==> src/sv/rrts_pkg.sv <==
`default_nettype none
package rrts_pkg;

  localparam int unsigned MAX_TASKS_DEF = 16;
  localparam int unsigned WORK_W        = 16;
  localparam int unsigned ID_W          = 8;
  localparam int unsigned SLICE_W       = 20;
  localparam int unsigned QUANTUM_W     = 16;
  localparam int unsigned RESULT_SLOTS  = 16;
  localparam int unsigned NRES_W        = $clog2(RESULT_SLOTS + 1);

  localparam logic [SLICE_W-1:0]   SLICE_MAX     = '1;
  localparam logic [QUANTUM_W-1:0] QUANTUM_RST   = QUANTUM_W'(1);
  localparam logic [ID_W-1:0]      NEXT_ID_RST   = ID_W'(1);

  localparam logic REQ_ADD = 1'b0;
  localparam logic REQ_RUN = 1'b1;

  typedef enum logic [1:0] {
    ST_IDLE,
    ST_SCAN,
    ST_EXEC
  } state_e;

  typedef struct packed {
    logic add;
    logic run_init;
    logic skip;
    logic visit;
  } cmd_t;

  typedef struct packed {
    logic is_empty;
    logic cur_valid;
    logic finish;
  } status_t;

endpackage
`default_nettype wire

==> src/sv/rrts_ram.sv <==
`default_nettype none
module rrts_ram #(
  parameter int unsigned WIDTH = 8,
  parameter int unsigned DEPTH = 16
) (
  input  wire logic                     clk_i,
  input  wire logic                     we_i,
  input  wire logic [$clog2(DEPTH)-1:0] waddr_i,
  input  wire logic [WIDTH-1:0]         wdata_i,
  input  wire logic [$clog2(DEPTH)-1:0] raddr_i,
  output logic      [WIDTH-1:0]         rdata_o
);

  logic [WIDTH-1:0] mem_q [DEPTH];

  always_ff @(posedge clk_i) begin
    if (we_i) begin
      mem_q[waddr_i] <= wdata_i;
    end
    rdata_o <= mem_q[raddr_i];
  end

endmodule
`default_nettype wire

==> src/sv/rrts_datapath.sv <==
`default_nettype none
module rrts_datapath #(
  parameter int unsigned MAX_TASKS = rrts_pkg::MAX_TASKS_DEF
) (
  input  wire logic                               clk_i,
  input  wire logic                               rst_ni,
  input  wire rrts_pkg::cmd_t                     cmd_i,
  output rrts_pkg::status_t                       status_o,
  input  wire logic                               cfg_we_i,
  input  wire logic [rrts_pkg::QUANTUM_W-1:0]     cfg_wdata_i,
  input  wire logic [rrts_pkg::WORK_W-1:0]        work_amount_i,
  output logic                                    result_valid_o,
  output logic      [rrts_pkg::ID_W-1:0]          task_id_o,
  output logic      [rrts_pkg::SLICE_W-1:0]       slice_number_o,
  output logic                                    last_done_o
);

  localparam int unsigned CW = $clog2(MAX_TASKS);
  localparam int unsigned NW = $clog2(MAX_TASKS + 1);
  localparam int unsigned DW = rrts_pkg::WORK_W + rrts_pkg::ID_W;

  logic [rrts_pkg::QUANTUM_W-1:0] quantum_q;
  logic [rrts_pkg::ID_W-1:0]      next_id_q;
  logic [NW-1:0]                  count_q;
  logic [NW-1:0]                  left_q;
  logic [MAX_TASKS-1:0]           valid_q;
  logic [CW-1:0]                  cursor_q, cursor_d;
  logic [rrts_pkg::SLICE_W-1:0]   slice_q, slice_d;
  logic [rrts_pkg::NRES_W-1:0]    nres_q;

  logic                           res_valid_q;
  logic [rrts_pkg::ID_W-1:0]      res_id_q;
  logic [rrts_pkg::SLICE_W-1:0]   res_slice_q;
  logic                           res_last_q;

  logic [DW-1:0]                  rd_data;
  logic [rrts_pkg::WORK_W-1:0]    rd_work;
  logic [rrts_pkg::ID_W-1:0]      rd_id;
  logic [rrts_pkg::QUANTUM_W-1:0] q_eff;
  logic                           complete;
  logic                           full;
  logic                           add_ok;
  logic [NW-1:0]                  last_cnt;
  logic                           ram_we;
  logic [CW-1:0]                  ram_waddr;
  logic [DW-1:0]                  ram_wdata;
  logic                           emit;
  logic                           is_last;

  assign rd_work  = rd_data[rrts_pkg::WORK_W-1:0];
  assign rd_id    = rd_data[rrts_pkg::WORK_W +: rrts_pkg::ID_W];
  // a zero quantum acts as one so a run always drains
  assign q_eff    = (quantum_q == '0) ? rrts_pkg::QUANTUM_W'(1) : quantum_q;
  assign complete = (rd_work <= q_eff);
  assign full     = (count_q == NW'(MAX_TASKS));
  assign add_ok   = cmd_i.add && !full;
  assign last_cnt = count_q - NW'(1);

  assign cursor_d = (cursor_q == last_cnt[CW-1:0]) ? '0 : cursor_q + CW'(1);
  assign slice_d  = (slice_q == rrts_pkg::SLICE_MAX) ? slice_q
                                                    : slice_q + rrts_pkg::SLICE_W'(1);

  assign emit    = cmd_i.visit && complete && (nres_q < rrts_pkg::NRES_W'(rrts_pkg::RESULT_SLOTS));
  assign is_last = (left_q == NW'(1))
                || (nres_q == rrts_pkg::NRES_W'(rrts_pkg::RESULT_SLOTS - 1));

  assign ram_we    = add_ok || (cmd_i.visit && !complete);
  assign ram_waddr = cmd_i.add ? count_q[CW-1:0] : cursor_q;
  assign ram_wdata = cmd_i.add ? {next_id_q, work_amount_i}
                               : {rd_id, rd_work - q_eff};

  rrts_ram #(
    .WIDTH(DW),
    .DEPTH(MAX_TASKS)
  ) u_task_ram (
    .clk_i  (clk_i),
    .we_i   (ram_we),
    .waddr_i(ram_waddr),
    .wdata_i(ram_wdata),
    .raddr_i(cursor_q),
    .rdata_o(rd_data)
  );

  always_ff @(posedge clk_i or negedge rst_ni) begin
    if (!rst_ni) begin
      quantum_q   <= rrts_pkg::QUANTUM_RST;
      next_id_q   <= rrts_pkg::NEXT_ID_RST;
      count_q     <= '0;
      left_q      <= '0;
      valid_q     <= '0;
      cursor_q    <= '0;
      slice_q     <= '0;
      nres_q      <= '0;
      res_valid_q <= 1'b0;
    end else begin
      res_valid_q <= emit;
      if (cfg_we_i) begin
        quantum_q <= cfg_wdata_i;
      end
      if (add_ok) begin
        valid_q[count_q[CW-1:0]] <= 1'b1;
        count_q   <= count_q + NW'(1);
        next_id_q <= next_id_q + rrts_pkg::ID_W'(1);
      end
      if (cmd_i.run_init) begin
        left_q   <= count_q;
        cursor_q <= '0;
        slice_q  <= '0;
        nres_q   <= '0;
      end
      if (cmd_i.skip) begin
        cursor_q <= cursor_d;
      end
      if (cmd_i.visit) begin
        cursor_q <= cursor_d;
        slice_q  <= slice_d;
        if (complete) begin
          valid_q[cursor_q] <= 1'b0;
          left_q <= left_q - NW'(1);
          if (left_q == NW'(1)) begin
            count_q <= '0;
          end
        end
        if (emit) begin
          nres_q <= nres_q + rrts_pkg::NRES_W'(1);
        end
      end
    end
  end

  always_ff @(posedge clk_i) begin
    if (emit) begin
      res_id_q    <= rd_id;
      res_slice_q <= slice_d;
      res_last_q  <= is_last;
    end
  end

  assign status_o.is_empty  = (count_q == '0);
  assign status_o.cur_valid = valid_q[cursor_q];
  assign status_o.finish    = complete && (left_q == NW'(1));

  assign result_valid_o = res_valid_q;
  assign task_id_o      = res_id_q;
  assign slice_number_o = res_slice_q;
  assign last_done_o    = res_last_q;

endmodule
`default_nettype wire

==> src/sv/rrts_ctrl.sv <==
`default_nettype none
module rrts_ctrl (
  input  wire logic              clk_i,
  input  wire logic              rst_ni,
  input  wire logic              start,
  input  wire logic              req_type_i,
  input  wire rrts_pkg::status_t status_i,
  output rrts_pkg::cmd_t         cmd_o,
  output logic                   busy
);

  rrts_pkg::state_e state_q, state_d;
  logic             accept;

  assign accept = start && (state_q == rrts_pkg::ST_IDLE);

  always_ff @(posedge clk_i or negedge rst_ni) begin
    if (!rst_ni) begin
      state_q <= rrts_pkg::ST_IDLE;
    end else begin
      state_q <= state_d;
    end
  end

  always_comb begin
    state_d = state_q;
    case (state_q)
      rrts_pkg::ST_IDLE: begin
        if (accept && req_type_i == rrts_pkg::REQ_RUN && !status_i.is_empty) begin
          state_d = rrts_pkg::ST_SCAN;
        end
      end
      rrts_pkg::ST_SCAN: begin
        if (status_i.cur_valid) begin
          state_d = rrts_pkg::ST_EXEC;
        end
      end
      rrts_pkg::ST_EXEC: begin
        state_d = status_i.finish ? rrts_pkg::ST_IDLE : rrts_pkg::ST_SCAN;
      end
      default: begin
        state_d = rrts_pkg::ST_IDLE;
      end
    endcase
  end

  always_comb begin
    cmd_o = '0;
    busy  = 1'b1;
    case (state_q)
      rrts_pkg::ST_IDLE: begin
        busy           = 1'b0;
        cmd_o.add      = accept && (req_type_i == rrts_pkg::REQ_ADD);
        cmd_o.run_init = accept && (req_type_i == rrts_pkg::REQ_RUN) && !status_i.is_empty;
      end
      rrts_pkg::ST_SCAN: begin
        // empty slots are stepped over without counting a slice
        cmd_o.skip = !status_i.cur_valid;
      end
      rrts_pkg::ST_EXEC: begin
        cmd_o.visit = 1'b1;
      end
      default: begin
        busy = 1'b1;
      end
    endcase
  end

endmodule
`default_nettype wire

==> src/sv/round_robin_task_scheduler_core.sv <==
`default_nettype none
// round-robin task scheduler with a configurable time quantum
// requests enter on start/req_type_i/work_amount_i and are taken on a clock
// edge where start is high and busy is low
// an add request (req_type_i = 0) queues a task with the next 8-bit id and
// gives no result; it is dropped when the table is full
// a run request (req_type_i = 1) visits the queued tasks in insertion order,
// taking time_quantum from each, until all have finished; busy stays high
// meanwhile. each visit reads the task ram, then updates the task, and each
// empty slot is stepped over without a visit; a run on an empty queue is taken
// but the block stays idle
// each finished task is shown for one cycle with result_valid_o high, task_id_o,
// slice_number_o and last_done_o; the receiver cannot stall, results are
// never held. the final result appears in the cycle busy drops
// time_quantum is written by cfg_we_i/cfg_wdata_i (zero acts as one); the user
// must write it only while idle, the block does not enforce this. reset empties
// the queue, sets the id counter and the quantum to 1; there is no clearing pass
module round_robin_task_scheduler_core #(
  parameter int unsigned MAX_TASKS = rrts_pkg::MAX_TASKS_DEF
) (
  input  wire logic                           clk_i,
  input  wire logic                           rst_ni,
  input  wire logic                           start,
  output logic                                busy,
  input  wire logic                           req_type_i,
  input  wire logic [rrts_pkg::WORK_W-1:0]    work_amount_i,
  input  wire logic                           cfg_we_i,
  input  wire logic [rrts_pkg::QUANTUM_W-1:0] cfg_wdata_i,
  output logic                                result_valid_o,
  output logic      [rrts_pkg::ID_W-1:0]      task_id_o,
  output logic      [rrts_pkg::SLICE_W-1:0]   slice_number_o,
  output logic                                last_done_o
);

  rrts_pkg::cmd_t    cmd;
  rrts_pkg::status_t status;

  rrts_ctrl u_ctrl (
    .clk_i     (clk_i),
    .rst_ni    (rst_ni),
    .start     (start),
    .req_type_i(req_type_i),
    .status_i  (status),
    .cmd_o     (cmd),
    .busy      (busy)
  );

  rrts_datapath #(
    .MAX_TASKS(MAX_TASKS)
  ) u_datapath (
    .clk_i         (clk_i),
    .rst_ni        (rst_ni),
    .cmd_i         (cmd),
    .status_o      (status),
    .cfg_we_i      (cfg_we_i),
    .cfg_wdata_i   (cfg_wdata_i),
    .work_amount_i (work_amount_i),
    .result_valid_o(result_valid_o),
    .task_id_o     (task_id_o),
    .slice_number_o(slice_number_o),
    .last_done_o   (last_done_o)
  );

endmodule
`default_nettype wire

==> config.mk <==
export PLATFORM = sky130hd
export DESIGN_NAME = round_robin_task_scheduler_core
export DESIGN_NICKNAME = d
export VERILOG_FILES = /design/src/sv/rrts_pkg.sv /design/src/sv/rrts_ram.sv /design/src/sv/rrts_datapath.sv /design/src/sv/rrts_ctrl.sv /design/src/sv/round_robin_task_scheduler_core.sv
export SDC_FILE = /design/constraint.sdc
export NUM_CORES = 1
export LEC_CHECK = 0
export ABC_AREA = 1
export BUFFER_PORTS_ARGS = -buffer_cell sky130_fd_sc_hd__buf_4
export CAP_MARGIN = 20
export CORE_MARGIN = 10
export CORE_UTILIZATION = 25
export CTS_CLUSTER_SIZE = 28
export DETAILED_ROUTE_END_ITERATION = 7
export MAX_ROUTING_LAYER = met4
export SLEW_MARGIN = 20
export SYNTH_ARGS = -nofsm -noshare
export SYNTH_HDL_FRONTEND = slang
export SYNTH_SLANG_ARGS = --single-unit
export TNS_END_PERCENT = 5
==> constraint.sdc <==
create_clock -name clk_i -period 4.65 [get_ports clk_i]
set_clock_uncertainty 0.15 [all_clocks]
set_input_delay 0.6975 -clock clk_i [delete_from_list [all_inputs] [get_ports clk_i]]
set_output_delay 0.6975 -clock clk_i [all_outputs]
set_load 0.05 [all_outputs]
==> impl_metrics.py, run 1 <==
metrics = {
    "outcome": {
        "outcome": "finished clean",
    },
    "setup_path": {
        "cp-start-kind": "register",
        "cp_slowest_cell": "a21oi_4",
        "required_ns": 4.71,
        "path_cells": "inv_1 > nand4_1 > nor2_1 > a31o_2 > ha_1 > fa_1 > inv_1 > nand2_1 > nand2_1 > nand3_1 > nand2_1 > nand2_1 > nand2_2 > nand3_2 > buf_4 > a21oi_4",
        "critPathArrivalTime_ns": 3.79,
        "critPathKind": "register to register",
        "crit_fanout": 24,
        "worstSetupEndpointType": "register",
        "max_stage_delay_ns": 0.79,
        "crit_path_frequent_cell": "nand2_1",
        "r2r_cells": 16,
    },
    "grt": {
        "antenna_found_initial": 1,
        "globalRouteMet3Util_pct": 1.730,
        "grtUsageMet2_pct": 18.72,
        "grt_usage_pct": 11.57,
        "grt-busiest-layer": "met2",
        "use_met1_pct": 15.06,
        "overflow": 0,
        "grt_pass1_wl_mm": 91.06,
        "grt_max_degree": 166,
        "grt_pass1_vias": 14760,
    },
    "cts": {
        "insertion_delay_ns": 0.61,
        "ctsLongestPathBuffers": 3,
        "path_clk_slew_ns": 0.06,
        "cts_tree": "yes",
        "cts_htree_levels": 2,
        "cts.sinks": 519,
        "cts_buffers": 52,
        "ctsRootBufferMaster": "clkbuf_16",
    },
    "detailed_routing": {
        "first_iter_violations": 1406,
        "post_drt_wl_per_cell_um": 17.74,
        "vias": 15400,
        "ant_nets": 0,
        "viasPerCell": 4.588,
        "drc_errors": 0,
        "drt_wl_total_mm": 59.56,
        "drt_pass1_iterations": 5,
    },
    "power_and_ir_drop": {
        "cell_internal_pwr_mw": 10.76,
        "netSwitchingPower_mw": 6.986,
        "p_per_area_nw_per_um2": 677.7,
        "swShare_pct": 39.36,
        "p_leak_nw": 9.614,
        "seqPwrFrac_pct": 39.9,
        "ir_worst_vdd_mv": 0.4163,
        "comb_power_share_pct": 35.9,
        "clkPwrFrac_pct": 24.1,
        "power.total_mw": 17.75,
    },
    "sta": {
        "drv_slew": 0,
        "setup_viol": 0,
        "tns_ns": 0,
        "rsz0062_at_grt": "no",
        "maxSlewHeadroom_pct": 34.30,
        "period_share_pct": 80.09,
        "finalHoldViolations": 0,
        "achievable-frequency_ghz": 0.2685,
        "whs_ns": 0.1455,
        "finalCriticalPeriod_ns": 3.724,
        "worst_slew_pin_slew_ns": 0.9844,
    },
    "placement": {
        "gp_congestion": 0.8763,
        "hpwl_mm": 38.68,
        "io_buffers": 67,
    },
    "floorplanning": {
        "num_rows": 109,
        "die_w_um": 319.5,
        "num_io_pins": 68,
        "core_area_um2": 88650,
        "die_h_um": 319.5,
        "initial_utilization_pct": 25.29,
        "fp.dieArea_um2": 102100,
    },
    "layout": {
        "drive_gt1_share_pct": 12.09,
        "layout_common_cells": "nand2_1, edfxtp_1, nor2_1",
        "fill_cells": 9079,
        "diodes": 0,
        "syn_to_final_growth_pct": 16.80,
        "multi_input_area_um2": 6596,
        "seqCellArea_um2": 14940,
        "layout.nets": 2217,
    },
    "yosys": {
        "ys_ff_latch": 519,
        "synth-seq-area-share_pct": 66.61,
        "syn_nets": 2154,
        "avgSynthCellArea_um2": 10.75,
        "postSynthCellCount": 2086,
        "syn_area_um2": 22420,
        "synth_cell_type_count": 37,
        "ys_warn_count": 0,
    },
    "job": {
        "maxCapViolations": 0,
    },
    "hold_path": {
        "hp-class": "input port to register",
        "min_path_cells": 3,
    },
}
## metrics by stage
step | worst slack (ns) | std cells | utilization (%) | cell area [µm²]
after global routing | 0.6474 | 3357 | 29.54 | 26190
after global placement | 0.9557 | 3259 | 27.57 | 24440
after detailed placement | 0.9311 | 3259 | 27.57 | 24440
final | 0.9259 | 3357 | 29.54 | 26190
after floorplan | 0.8165 | 2086 | - | 22420
after CTS | 0.8917 | 3357 | 29.54 | 26190
## state kept, by name, summed over array words and instances (netlist names), 8 cells and up
name                           cells
u_datapath.next_id_q               8
u_datapath.slice_number_o         20
u_datapath.u_task_ram.mem_q      384
u_datapath.task_id_o               8
u_datapath.quantum_q              16
u_datapath.valid_q                16
u_datapath.slice_q                20
u_datapath.u_task_ram.rdata_o     24
## layout make-up
| class | count | area share [%] |
|---|---|---|
| Clock buffer | 61 | 5.136 |
| Clock inverter | 36 | 1.514 |
| Tap cell | 1165 | 5.566 |
| Sequential cell | 519 | 57.05 |
| Multi-Input combinational cell | 1312 | 25.19 |
| Inverter | 153 | 2.212 |
| Timing Repair Buffer | 111 | 3.335 |
## synth_stat cells
cell	number	area, µm²
nand2_1	414	1554
edfxtp_1	413	12400
nor2_1	258	968.4
o21ai_0	252	1261
inv_1	146	548.0
o22ai_1	96	600.6
dfrtp_1	80	2002
nand3_1	71	355.3
clkbuf_1	64	240.2
nand4_1	45	281.5
a21oi_1	31	155.2
ha_1	30	375.4
dfxtp_1	24	480.5
buf_2	22	110.1
xor2_1	21	183.9
nor2_2	14	87.58
o21ai_2	12	105.1
buf_4	9	67.56
nor3_1	9	45.04
a31oi_1	8	50.05
buf_6	7	78.83
inv_2	7	26.28
nand2_2	7	43.79
nand3b_1	7	52.55
o21bai_1	7	52.55
xnor2_1	7	61.31
or2_2	6	37.54
o21ai_1	5	25.02
a21oi_2	4	35.03
and2_1	2	12.51
dfstp_2	2	52.55
a31o_2	1	8.760
fa_1	1	20.02
mux2_2	1	11.26
nand3_2	1	10.01
nor2_4	1	11.26
nor3_2	1	10.01
## worst paths after layout
| path | startpoint | to | slack [ns] |
|---|---|---|---|
| min | cfg_wdata_i[1] | u_datapath.quantum_q[1] | 0.15 |
| max in group asynchronous | rst_ni | u_datapath.cursor_q[1] | 2.80 |
| min reg2reg | u_datapath.u_task_ram.rdata_o[18] | u_datapath.task_id_o[2] | 0.33 |
| max | u_datapath.quantum_q[12] | u_datapath.u_task_ram.mem_q[6][17] | 0.93 |
| max reg2reg | u_datapath.quantum_q[12] | u_datapath.u_task_ram.mem_q[6][17] | 0.93 |
| min in group asynchronous | rst_ni | u_datapath.slice_q[7] | 0.53 |
## cell families (layout without fill, tap and decap cells)
logic type / after synthesis / after routing / synth area share [%]
AND/OR/NAND/NOR: 836 / 836 / 15.47
flip-flops: 519 / 519 / 66.61
AO/OA/AOI/OAI: 416 / 416 / 10.23
buffers and inverters: 255 / 361 / 4.777
adder cells (fa/ha/maj): 31 / 31 / 1.763
XOR/XNOR: 28 / 28 / 1.094
multiplexers: 1 / 1 / 0.05022
## worst max-delay path, delay by kind of cell, from the launching register on
kind / cells / cell delay [ns]
buf+inv: 3 / 0.43
fa+ha+maj: 2 / 0.61
flops: 1 / 0.32
simple gates: 9 / 0.75
compound gates: 2 / 1.03
## routing by layer
| layer | vias to the layer above | wire, µm |
|---|---|---|
| li1 | 7370 | - |
| met1 | 7489 | 26450 |
| met2 | 464 | 28640 |
| met3 | 78 | 3152 |
| met4 | 0 | 1316 |
| met5 | - | 0 |
## power by group through the flow
stage,Combinational [mW],Clock (mW),Sequential (mW)
global placement,6.37,0,7.18
global route,7.05,4.57,7.16
detailed placement,6.41,0,7.18
floorplan,3.93,0,7.12
finish,6.38,4.29,7.08
CTS,6.42,4.39,7.09
## timing repair
item / CTS / global route
hold endpoints to repair: 45 / 0
resized for setup: 0 / 0
hold buffers: 1 / 0
setup buffers: 0 / 0
No activity file was read; power rests on OpenSTA's default activity.
==> run 2, diff against run 1 <==
--- a/config.mk
+++ b/config.mk
@@ -5,7 +5,7 @@
 export SDC_FILE = /design/constraint.sdc
 export NUM_CORES = 1
 export LEC_CHECK = 0
-export ABC_AREA = 1
+export ABC_AREA = 0
 export BUFFER_PORTS_ARGS = -buffer_cell sky130_fd_sc_hd__buf_4
 export CAP_MARGIN = 20
 export CORE_MARGIN = 10
==> constraint.sdc (replaced) <==
create_clock -name clk_i -period 3.55 [get_ports clk_i]
set_clock_uncertainty 0.15 [all_clocks]
set_input_delay 0.5325 -clock clk_i [delete_from_list [all_inputs] [get_ports clk_i]]
set_output_delay 0.5325 -clock clk_i [all_outputs]
set_load 0.05 [all_outputs]
==> run 2 against run 1 <==
Net effect: die area fell by 4.1%; final area rose by 0.10%; first-iteration DRC count is 15% lower; synthesized area shrank 4.4%; maximum frequency increased by 10%; count of clock-buffer cells in the layout rose by 5; sequential power rose by 30%; via count fell by 21%; critical path type unchanged; critical endpoint is now u_datapath.count_q[2]; highest routed layer unchanged.
==> impl_metrics.py, run 2 <==
metrics = {
    "yosys": {
        "synth_ff_type": "edfxtp_1",
        "synth-edff-count": 413,
        "syn_nets": 1330,
        "synth-seq-area-share_pct": 69.69,
        "synth_top_area_share_pct": 57.87,
        "yosysMostFrequentCell": "edfxtp_1",
        "ys_warn_count": 0,
        "netlist_top_cells_area": "edfxtp_1, mux4_2, dfrtp_1",
        "avgSynthCellArea_um2": 16.98,
        "synth-async-reset-ratio_pct": 15.80,
        "ys_ff_latch": 519,
        "synth_cell_type_count": 71,
        "postSynthCellCount": 1262,
        "syn_area_um2": 21430,
        "synth_area_leader_cell": "edfxtp_1",
        "synthTopCellsByCount": "edfxtp_1, mux4_2, nand2_1",
    },
    "grt": {
        "grt_pass1_wl_mm": 80.80,
        "grt_pass1_vias": 12040,
        "grt_max_degree": 83,
        "antenna_found_initial": 3,
        "grt_usage_pct": 11.18,
        "overflow": 0,
    },
    "layout": {
        "final_area_um2": 26220,
        "largest_register": "u_datapath.u_task_ram.mem_q",
        "layout.nets": 1493,
        "final_util_pct": 30.79,
        "final_common_cell": "edfxtp_1",
        "largest_reg_flops": 384,
        "largestRegisters": "u_datapath.u_task_ram.mem_q (384), u_datapath.u_task_ram.rdata_o (24)",
        "layout_common_cells": "edfxtp_1, buf_4, mux4_2",
        "syn_to_final_growth_pct": 22.32,
        "drive_gt1_share_pct": 27.84,
    },
    "detailed_routing": {
        "ant_nets": 0,
        "first_iter_violations": 1193,
        "drt_wl_total_mm": 54.45,
        "viasPerCell": 4.641,
        "drc_errors": 0,
        "drt_pass1_iterations": 5,
        "vias": 12140,
        "post_drt_wl_per_cell_um": 20.82,
    },
    "power_and_ir_drop": {
        "ir_worst_vdd_mv": 0.4561,
        "power.total_mw": 23.09,
        "p_leak_nw": 9.004,
        "p_per_area_nw_per_um2": 880.8,
    },
    "placement": {
        "placed_area_um2": 24010,
        "gp_congestion": 0.8460,
        "hpwl_mm": 36.94,
        "io_buffers": 67,
        "pre_cts_ws_ns": -0.2529,
    },
    "sta": {
        "worst_slew_pin_slew_ns": 0.7729,
        "finalCriticalPeriod_ns": 3.384,
        "period_share_pct": 95.33,
        "achievable-frequency_ghz": 0.2955,
        "rsz0062_at_grt": "no",
        "tns_ns": 0,
        "finalWorstSetupSlack_ns": 0.1658,
        "setup_viol": 0,
        "maxSlewHeadroom_pct": 48.35,
        "finalHoldViolations": 0,
        "drv_slew": 0,
    },
    "floorplanning": {
        "core_area_um2": 85150,
        "num_io_pins": 68,
        "fp.dieArea_um2": 97840,
        "die_h_um": 312.8,
        "initial_utilization_pct": 25.17,
        "num_rows": 107,
        "die_w_um": 312.8,
    },
    "setup_path": {
        "crit_fanout": 26,
        "cp-endpoint": "u_datapath.count_q[2]",
        "required_ns": 3.90,
        "rr_startpoint": "u_datapath.quantum_q[9]",
        "critPathArrivalTime_ns": 3.73,
        "cp-start-kind": "register",
        "worstSetupEndpointType": "register",
        "regToRegSetupSlack_ns": 0.17,
        "worstSetupStartpoint": "u_datapath.quantum_q[9]",
        "r2r_cells": 12,
        "rr_endpoint": "u_datapath.count_q[2]",
        "critPathKind": "register to register",
    },
    "cts": {
        "cts_tree": "yes",
        "ctsLongestPathBuffers": 3,
        "cts_buffers": 52,
        "cts.sinks": 519,
        "ctsRootBufferMaster": "clkbuf_16",
        "insertion_delay_ns": 0.62,
        "cts_htree_levels": 2,
        "path_clk_slew_ns": 0.07,
    },
    "job": {
        "maxCapViolations": 0,
    },
    "hold_path": {
        "min_from": "cfg_wdata_i[4]",
        "hp-class": "input port to register",
    },
    "outcome": {
        "outcome": "finished clean",
    },
}
-- run 2: cell types whose count changed in the layout (fill, tap and decap cells not counted), sizes merged, moves of 11 or more --
cell / change
nand3: -50
dlygate4sd3: +15
nor2: -201
buf: +44
o21ai: -225
mux4: +122
and3: +18
nand4: -35
o22ai: -95
a31oi: +22
nand2: -328
clkinv: -11
inv: -119
xnor2: +15
-- run 2: logic make-up (layout without fill, tap and decap cells) --
family	Yosys count	after routing	share of synthesized area (%)
AND/OR/NAND/NOR	257	257	5.634
adder cells (fa/ha/maj)	31	31	1.845
multiplexers	139	139	13.66
flip-flops	519	519	69.69
XOR/XNOR	42	42	1.716
buffers and inverters	93	300	1.962
other	0	2	0
AO/OA/AOI/OAI	181	181	5.494
-- run 2: metrics by stage --
step                hold slack [ns]  std cells
floorplan                   0.08691       1262
global placement             0.2706       2495
detailed placement           0.2694       2495
CTS                        0.003138       2612
global route                0.02454       2615
finish                      0.04002       2615
-- run 2: how the worst min path moves through the flow --
stage                              end  slack (ns)  depth (start not counted)
5_1_grt        u_datapath.quantum_q[4]        0.02                          3
2_1_floorplan        u_ctrl.state_q[0]        0.09                          0
4_1_cts        u_datapath.quantum_q[4]       0.003                          3
3_5_place_dp   u_datapath.task_id_o[7]        0.27                          0
6_report       u_datapath.quantum_q[4]        0.04                          3
3_3_place_gp   u_datapath.task_id_o[0]        0.27                          0
-- run 2: repair_timing --
action                     CTS  global route
hold endpoints to repair    61             0
cloned                       0             1
setup buffers                3             0
setup endpoints to repair  384           414
hold buffers                16             0
gates resized for setup      7            16
pin swaps                    5             5
-- run 2: per-layer routing --
layer	wire length, µm	global-route usage [%]	part of all wire (%)	vias to the layer above
met3	4036	2.270	7.4	72
li1	-	-	-	5322
met5	0	-	0	-
met2	25200	16.71	46	481
met1	23870	15.18	44	6261
met4	1345	3.432	2.5	0
-- run 2: cell type report --
| class | instances | area (µm²) |
|---|---|---|
| fill | 8336 | 58930 |
| sequential | 519 | 14950 |
| multi-input combinational | 650 | 6246 |
| timing repair buffer | 171 | 1619 |
| tap | 1144 | 1431 |
| clock buffer | 66 | 1395 |
| clock inverter | 32 | 457.9 |
| inverter | 31 | 116.4 |
| antenna | 2 | 5.005 |
-- run 2: report_power, final --
part / total (mW) / internal (mW) / switching, mW
combinational: 7.96 / 3.02 / 4.94
sequential: 9.17 / 8.64 / 0.531
clock: 5.96 / 3.54 / 2.42
-- run 2: critical path, stage by stage (launching register included) --
cell      delay [ns]
dfrtp_1         0.38
nor4_1          0.35
a41o_1          0.22
ha_1            0.18
fa_2            0.22
nand2b_1        0.15
a211oi_2        0.10
buf_4           0.15
or2_2           0.37
a221oi_4        0.32
buf_6           0.27
and4_1          0.32
nor2_1          0.08
